## config.mk

```make
export PLATFORM = sky130hd
export DESIGN_NAME = ucc_cfg
export DESIGN_NICKNAME = d
export VERILOG_FILES = /design/src/rtl/core/ucc_pkg.sv /design/src/rtl/core/ucc_cfg.sv
export SDC_FILE = /design/constraint.sdc
export NUM_CORES = 1
export LEC_CHECK = 0
export BUFFER_PORTS_ARGS = -buffer_cell sky130_fd_sc_hd__buf_2
export CORE_ASPECT_RATIO = 0.6
export CORE_MARGIN = 5
export CORE_UTILIZATION = 39
export CTS_CLUSTER_DIAMETER = 30
export DETAILED_ROUTE_END_ITERATION = 10
export PLACE_DENSITY_LB_ADDON = 0.08
export RECOVER_POWER = 50
export SLEW_MARGIN = 20
export SYNTH_ARGS = -nofsm -noshare
export SYNTH_HDL_FRONTEND = slang
export SYNTH_SLANG_ARGS = --single-unit
export TNS_END_PERCENT = 10
```

## constraint.sdc

```tcl
create_clock -name clk -period 1.35 [get_ports clk]
set_input_delay 0.27 -clock clk [delete_from_list [all_inputs] [get_ports clk]]
set_output_delay 0.27 -clock clk [all_outputs]
set_load 0.05 [all_outputs]
```

## src/rtl/core/ucc_pkg.sv

```systemverilog
package ucc_pkg;

    localparam int TABLE_DEPTH = 65536;
    localparam int TABLE_AW    = $clog2(TABLE_DEPTH);
    localparam int CHAR_W      = 16;
    localparam int LEN_W       = 8;
    localparam int VERDICT_W   = 8;
    localparam int ULEN_W      = 17;
    localparam int APB_AW      = 4;
    localparam int APB_DW      = 32;

    // Characters at or above this value are never invalid.
    localparam int BAD_CHAR_LIMIT = 64;
    // One bit for each of '"', '*', '<', '>' and '?'.
    localparam logic [BAD_CHAR_LIMIT-1:0] BAD_CHAR_MASK =
        (64'd1 << 8'h22) | (64'd1 << 8'h2A) | (64'd1 << 8'h3C) |
        (64'd1 << 8'h3E) | (64'd1 << 8'h3F);

    localparam logic signed [VERDICT_W-1:0] VERDICT_LESS    = -8'sd1;
    localparam logic signed [VERDICT_W-1:0] VERDICT_EQUAL   = 8'sd0;
    localparam logic signed [VERDICT_W-1:0] VERDICT_GREATER = 8'sd1;
    localparam logic signed [VERDICT_W-1:0] ERROR_RESET     = -8'sd2;

    typedef enum logic [1:0] {
        CMD_LOAD    = 2'd0,
        CMD_COMPARE = 2'd1,
        CMD_FINISH  = 2'd2
    } cmd_t;

    typedef enum logic [1:0] {
        REG_CASE_FOLD     = 2'd0,
        REG_UPCASE_LENGTH = 2'd1,
        REG_ERROR_VALUE   = 2'd2
    } reg_idx_t;

    typedef struct packed {
        logic                        case_fold;
        logic [ULEN_W-1:0]           upcase_length;
        logic signed [VERDICT_W-1:0] error_value;
    } cfg_t;

    function automatic logic is_bad_char(input logic [CHAR_W-1:0] c);
        logic in_range;
        in_range = (32'(c) < BAD_CHAR_LIMIT);
        return in_range && BAD_CHAR_MASK[c[$clog2(BAD_CHAR_LIMIT)-1:0]];
    endfunction

endpackage

```

## src/rtl/core/ucc_cfg.sv

```systemverilog
module ucc_cfg
(
    input  logic                        clk,
    input  logic                        rst_n,
    input  logic                        psel,
    input  logic                        penable,
    input  logic                        pwrite,
    input  logic [ucc_pkg::APB_AW-1:0]  paddr,
    input  logic [ucc_pkg::APB_DW-1:0]  pwdata,
    output logic [ucc_pkg::APB_DW-1:0]  prdata,
    output logic                        pready,
    output ucc_pkg::cfg_t               cfg
);

    logic                                 case_fold_reg;
    logic                                 case_fold_next;
    logic [ucc_pkg::ULEN_W-1:0]           upcase_length_reg;
    logic [ucc_pkg::ULEN_W-1:0]           upcase_length_next;
    logic signed [ucc_pkg::VERDICT_W-1:0] error_value_reg;
    logic signed [ucc_pkg::VERDICT_W-1:0] error_value_next;
    logic                                 wr_en;
    logic [1:0]                           reg_idx;

    assign pready  = 1'b1;
    assign wr_en   = psel && penable && pwrite;
    assign reg_idx = paddr[3:2];

    always_comb
    begin
        case_fold_next     = case_fold_reg;
        upcase_length_next = upcase_length_reg;
        error_value_next   = error_value_reg;
        if (wr_en)
        begin
            unique case (reg_idx)
                ucc_pkg::REG_CASE_FOLD:     case_fold_next     = pwdata[0];
                ucc_pkg::REG_UPCASE_LENGTH: upcase_length_next = pwdata[ucc_pkg::ULEN_W-1:0];
                ucc_pkg::REG_ERROR_VALUE:   error_value_next   = pwdata[ucc_pkg::VERDICT_W-1:0];
                default:                    ;
            endcase
        end
    end

    always_comb
    begin
        unique case (reg_idx)
            ucc_pkg::REG_CASE_FOLD:     prdata = {31'd0, case_fold_reg};
            ucc_pkg::REG_UPCASE_LENGTH: prdata = {15'd0, upcase_length_reg};
            ucc_pkg::REG_ERROR_VALUE:   prdata = {24'd0, error_value_reg};
            default:                    prdata = '0;
        endcase
    end

    always_ff @(posedge clk or negedge rst_n)
    begin
        if (!rst_n)
        begin
            case_fold_reg     <= 1'b0;
            upcase_length_reg <= '0;
            error_value_reg   <= ucc_pkg::ERROR_RESET;
        end
        else
        begin
            case_fold_reg     <= case_fold_next;
            upcase_length_reg <= upcase_length_next;
            error_value_reg   <= error_value_next;
        end
    end

    assign cfg.case_fold     = case_fold_reg;
    assign cfg.upcase_length = upcase_length_reg;
    assign cfg.error_value   = error_value_reg;

endmodule

```

[Word level (Yosys, flattened, before mapping)]
Index checks and enable logic that the tools add are counted.
Storage, ports and cells
  bits in registers: 26
Operators by class
  mux-type cells: 1
  reduce and logical (&&, ||, !) cells: 6
  equality and inequality tests: 2
Operator list (number)
  $pmux 17 s3: 1
  $reduce_and 2->1: 3
  $eq 2x1->1 const B: 1
  $eq 2x2->1 const B: 1
  $logic_and 1x1->1: 2
  $logic_not 2->1: 1

[Logic depth before layout (Yosys ltp)]
  word-level depth: 3
  depth in mapped cells: 4

[Least setup slack after synthesis]
OpenSTA, ideal clock, no wires.
  kind: register to output
  start: reg upcase_length_reg[0] (netlist bit)
  end: out prdata[0] (netlist bit)
  path slack: -0.779 ns
  stages on the path, launching flop included: 3
  arrival: 1.859 ns
  path buffers: 0
  path through: dfrtp_1 > mux2i_1 > o21ai_0
Between the ends
  cells in the longest elaborated chain, start to end: 1
RTL lines
  start, declared: RTL line ucc_cfg.sv:17  | logic [ucc_pkg::ULEN_W-1:0] upcase_length_reg;
  start signal, assigned: RTL line ucc_cfg.sv:65  | upcase_length_reg <= upcase_length_next;
  $pmux 17 s3: RTL line ucc_cfg.sv:46  | unique case (reg_idx)
  end, declared: RTL line ucc_cfg.sv:10  | output logic [ucc_pkg::APB_DW-1:0] prdata,
No other way between the ends.

[Final worst setup path]
  start: reg error_value_reg[1] (netlist bit)
  end: out prdata[1] (netlist bit)
Between the ends
  cells in the longest elaborated chain, start to end: 1
RTL lines
  start, declared: RTL line ucc_cfg.sv:19  | logic signed [ucc_pkg::VERDICT_W-1:0] error_value_reg;
  start signal, assigned: RTL line ucc_cfg.sv:60  | error_value_reg <= ucc_pkg::ERROR_RESET;
  start signal, assigned: RTL line ucc_cfg.sv:66  | error_value_reg <= error_value_next;
  $pmux 17 s3: RTL line ucc_cfg.sv:46
No other way between the ends.

==> results by group <==
Outcome
  – Status: complete, but fails checks
  – Failing checks: setup timing

Clocking
  – Num CTS Buffers: 3
  – Num Clock Sinks: 26
  – # hold bufs at CTS: 0
  – Clock Path Buffers: 2
  – Clock root buffer: clkbuf_8
  – CTS tree: built
  – Worst-path clk slew: 0.09 ns
  – Clk_lat worst skew: 0.27 ns
  – CTS H-tree lvls: 1

Critical path
  – WS Path Type: register to output pin
  – Critical path peak fanout: 3
  – CP arrival: 1.13 ns
  – Crit. End Element: output pin
  – Cell family with most CP delay: flip-flops
  – Worst r2r path cells: 2
  – Critical Path RT: 1.08 ns
  – Max stage delay on crit path: 0.55 ns
  – Slowest CP cell: dfstp_2
  – CP cell instances: a22o_1 > buf_6
  – CP Depth: 2
  – Setup crit start kind: register
  – Buf/Inv on CP: 1

Timing
  – Hold Vio Cnt, Final: 0
  – Final setup fails: 7
  – Tmin final: approximately 1.4 ns
  – Relative slew slack: 57.3%
  – Highest clock rate: 714 MHz
  – Worst-Margin Slew: 0.641 ns
  – Period Utilization, post-route: 104%
  – RSZ-0062 raised after global routing: yes
  – Worst Hold Margin: 0.00650 ns
  – Clk_skew: 0 ns
  – Setup TNS: -0.263 ns
  – Worst Setup Slack, final: -0.0513 ns
  – Max-slew violations: 0

Die
  – Initial Utilization: 40.3%
  – Die area: 4630 um^2
  – # rows: 16
  – I/O pin count: 100
  – CORE AREA: between 3000 and 4000 um^2
  – Chip height: 54.7 um
  – Die width: between 80 and 90 um

Cells and area
  – Layout cells sized above 1: roughly three quarters
  – Largest register FFs: 17
  – N_diodes: 0
  – Area grow syn2layout: 47.1%
  – Final nets: 220

Global route
  – Largest net degree at the start of global routing: 27
  – Number of global-route vias before repair: between 1000 and 1500
  – Global-route wire length before repair: 5110 um
  – Overflow after GRT: 0
  – GRT Overall Usage: 14.3%
  – Initial antenna violation count: 0

Synth
  – Post-synth EDFFs: 0
  – Sequential area share after synthesis: slightly above 50%
  – Gate Count Post-Synth: 100
  – Avg Inst Size Synth: 13.0 um^2
  – Most common cell in the synthesized netlist: mux2_2
  – FF+latch count, synth: 26
  – Post-synth top area share: 36.6%
  – Synth Flop Type: dfrtp_1
  – Most frequent cells after synthesis: 26 x mux2_2, 19 x dfrtp_1, 17 x buf_4, 9 x and2_1
  – Leading area contributor after synthesis: dfrtp_1
  – Cell variety after synth: 17
  – Largest cells by area after synthesis: dfrtp_1 37%, mux2_2 23%, dfstp_2 14%, buf_4 9.8%, a22o_1 4.7%
  – Yosys warning count: 0
  – Ys async rst share: between 90% and 100%
  – Cell Area, Synth: 1300 um^2

Routing
  – Vias per inst: 4.45
  – Detailed Route WL: around 3200 um
  – Remaining antenna violation count: 0
  – Drt wl/cell: 14.3 um
  – Residual DRC: 0
  – Iteration-0 DRC Markers: 11
  – First-pass iteration count of the detailed router: 2
  – DR vias: 992

Power and ir drop
  – Leakage Power: around 0.00095 uW
  – PD cells: ~1700 nW/um^2
  – Power Total: roughly 3300 uW
  – VDD IR max: ~800 uV

Placement
  – Post-Place Setup Slack: -0.157 ns
  – GPL Wtd Cong: 0.706
  – IO Port Bufs: 66
  – Final HPWL DP: ~2500 um

Flow run
  – Max-cap viol count: 0

Min path
  – Min-delay worst type: input pin to asynchronous set/reset pin
-- cell families after synthesis --
family / Yosys count / share of synthesized area (%)
muxes: 27 / 23.3
AOI/OAI and AO/OA: 8 / 5.10
and+or+nand+nor: 16 / 8.76
buffers and inverters: 21 / 11.5
other: 2 / 0.578
DFF: 26 / 50.7
-- final timing paths --
kind	startpoint	end	slack, ns
setup / recovery	error_value_reg[1]	prdata[1]	-0.05
hold / removal	rst_n	upcase_length_reg[10]	0.007
setup reg to reg	upcase_length_reg[0]	upcase_length_reg[0]	0.43
hold reg to reg	upcase_length_reg[12]	upcase_length_reg[12]	0.53
max in group asynchronous	rst_n	upcase_length_reg[0]	0.90
min in group clk	pwdata[12]	upcase_length_reg[12]	0.23
-- routing by layer --
metal | vias to the layer above | wire (um) | global-route usage [%]
li1 | 469 | - | -
met1 | 481 | 1350 | 16.6
met2 | 42 | 1610 | 26.6
met3 | 0 | 242 | 4.36
met4 | 0 | 0 | 3.16
met5 | - | 0 | 0
-- layout make-up --
cell class,instances,area [um^2]
Timing Repair Buffer,81,562
Multi-Input combinational cell,67,578
Clock buffer,4,55.1
Fill cell,290,1310
Sequential cell,26,661
Tap cell,45,56.3
-- through the flow --
step	cell area [um^2]	cells	utilization [%]
floorplan	1380	114	-
global placement	1720	217	53.5
CTS	1910	223	59.3
global route	1910	223	59.3
detailed placement	1720	217	53.5
finish	1910	223	59.3
-- worst reg2reg max path, stage by stage, from the launching register on --
cell and delay, ns:
dfrtp_2 0.43, buf_4 0.14, mux2_2 0.25
-- cell usage in the layout, fill, tap and decap left out, drive strengths merged --
| cell | netlist | routed |
|---|---|---|
| a22o | 7 | 7 |
| and2 | 9 | 9 |
| buf | 18 | 68 |
| clkbuf | 3 | 17 |
| conb | 2 | 16 |
| dfrtp | 19 | 19 |
| dfstp | 7 | 7 |
| mux2 | 26 | 26 |
| mux2i | 1 | 1 |
| nand2 | 1 | 1 |
| nand3 | 1 | 1 |
| nor2b | 2 | 2 |
| nor3 | 1 | 1 |
| nor3b | 2 | 2 |
| o21ai | 1 | 1 |
-- power breakdown --
group / internal, uW / leakage [uW] / switching, uW
Clock: 260 / 0.0000288 / 233
Combinational: 502 / 0.000619 / 1200
Sequential: 998 / 0.000305 / 135
-- repair_timing --
item                                    CTS  global route
endpoints found under the setup margin   21            22
cloned                                    0             0
gates resized for setup                  38             7
setup buffers                             2             0
pin swaps                                 6             0
No activity file was read; power rests on OpenSTA's default activity.
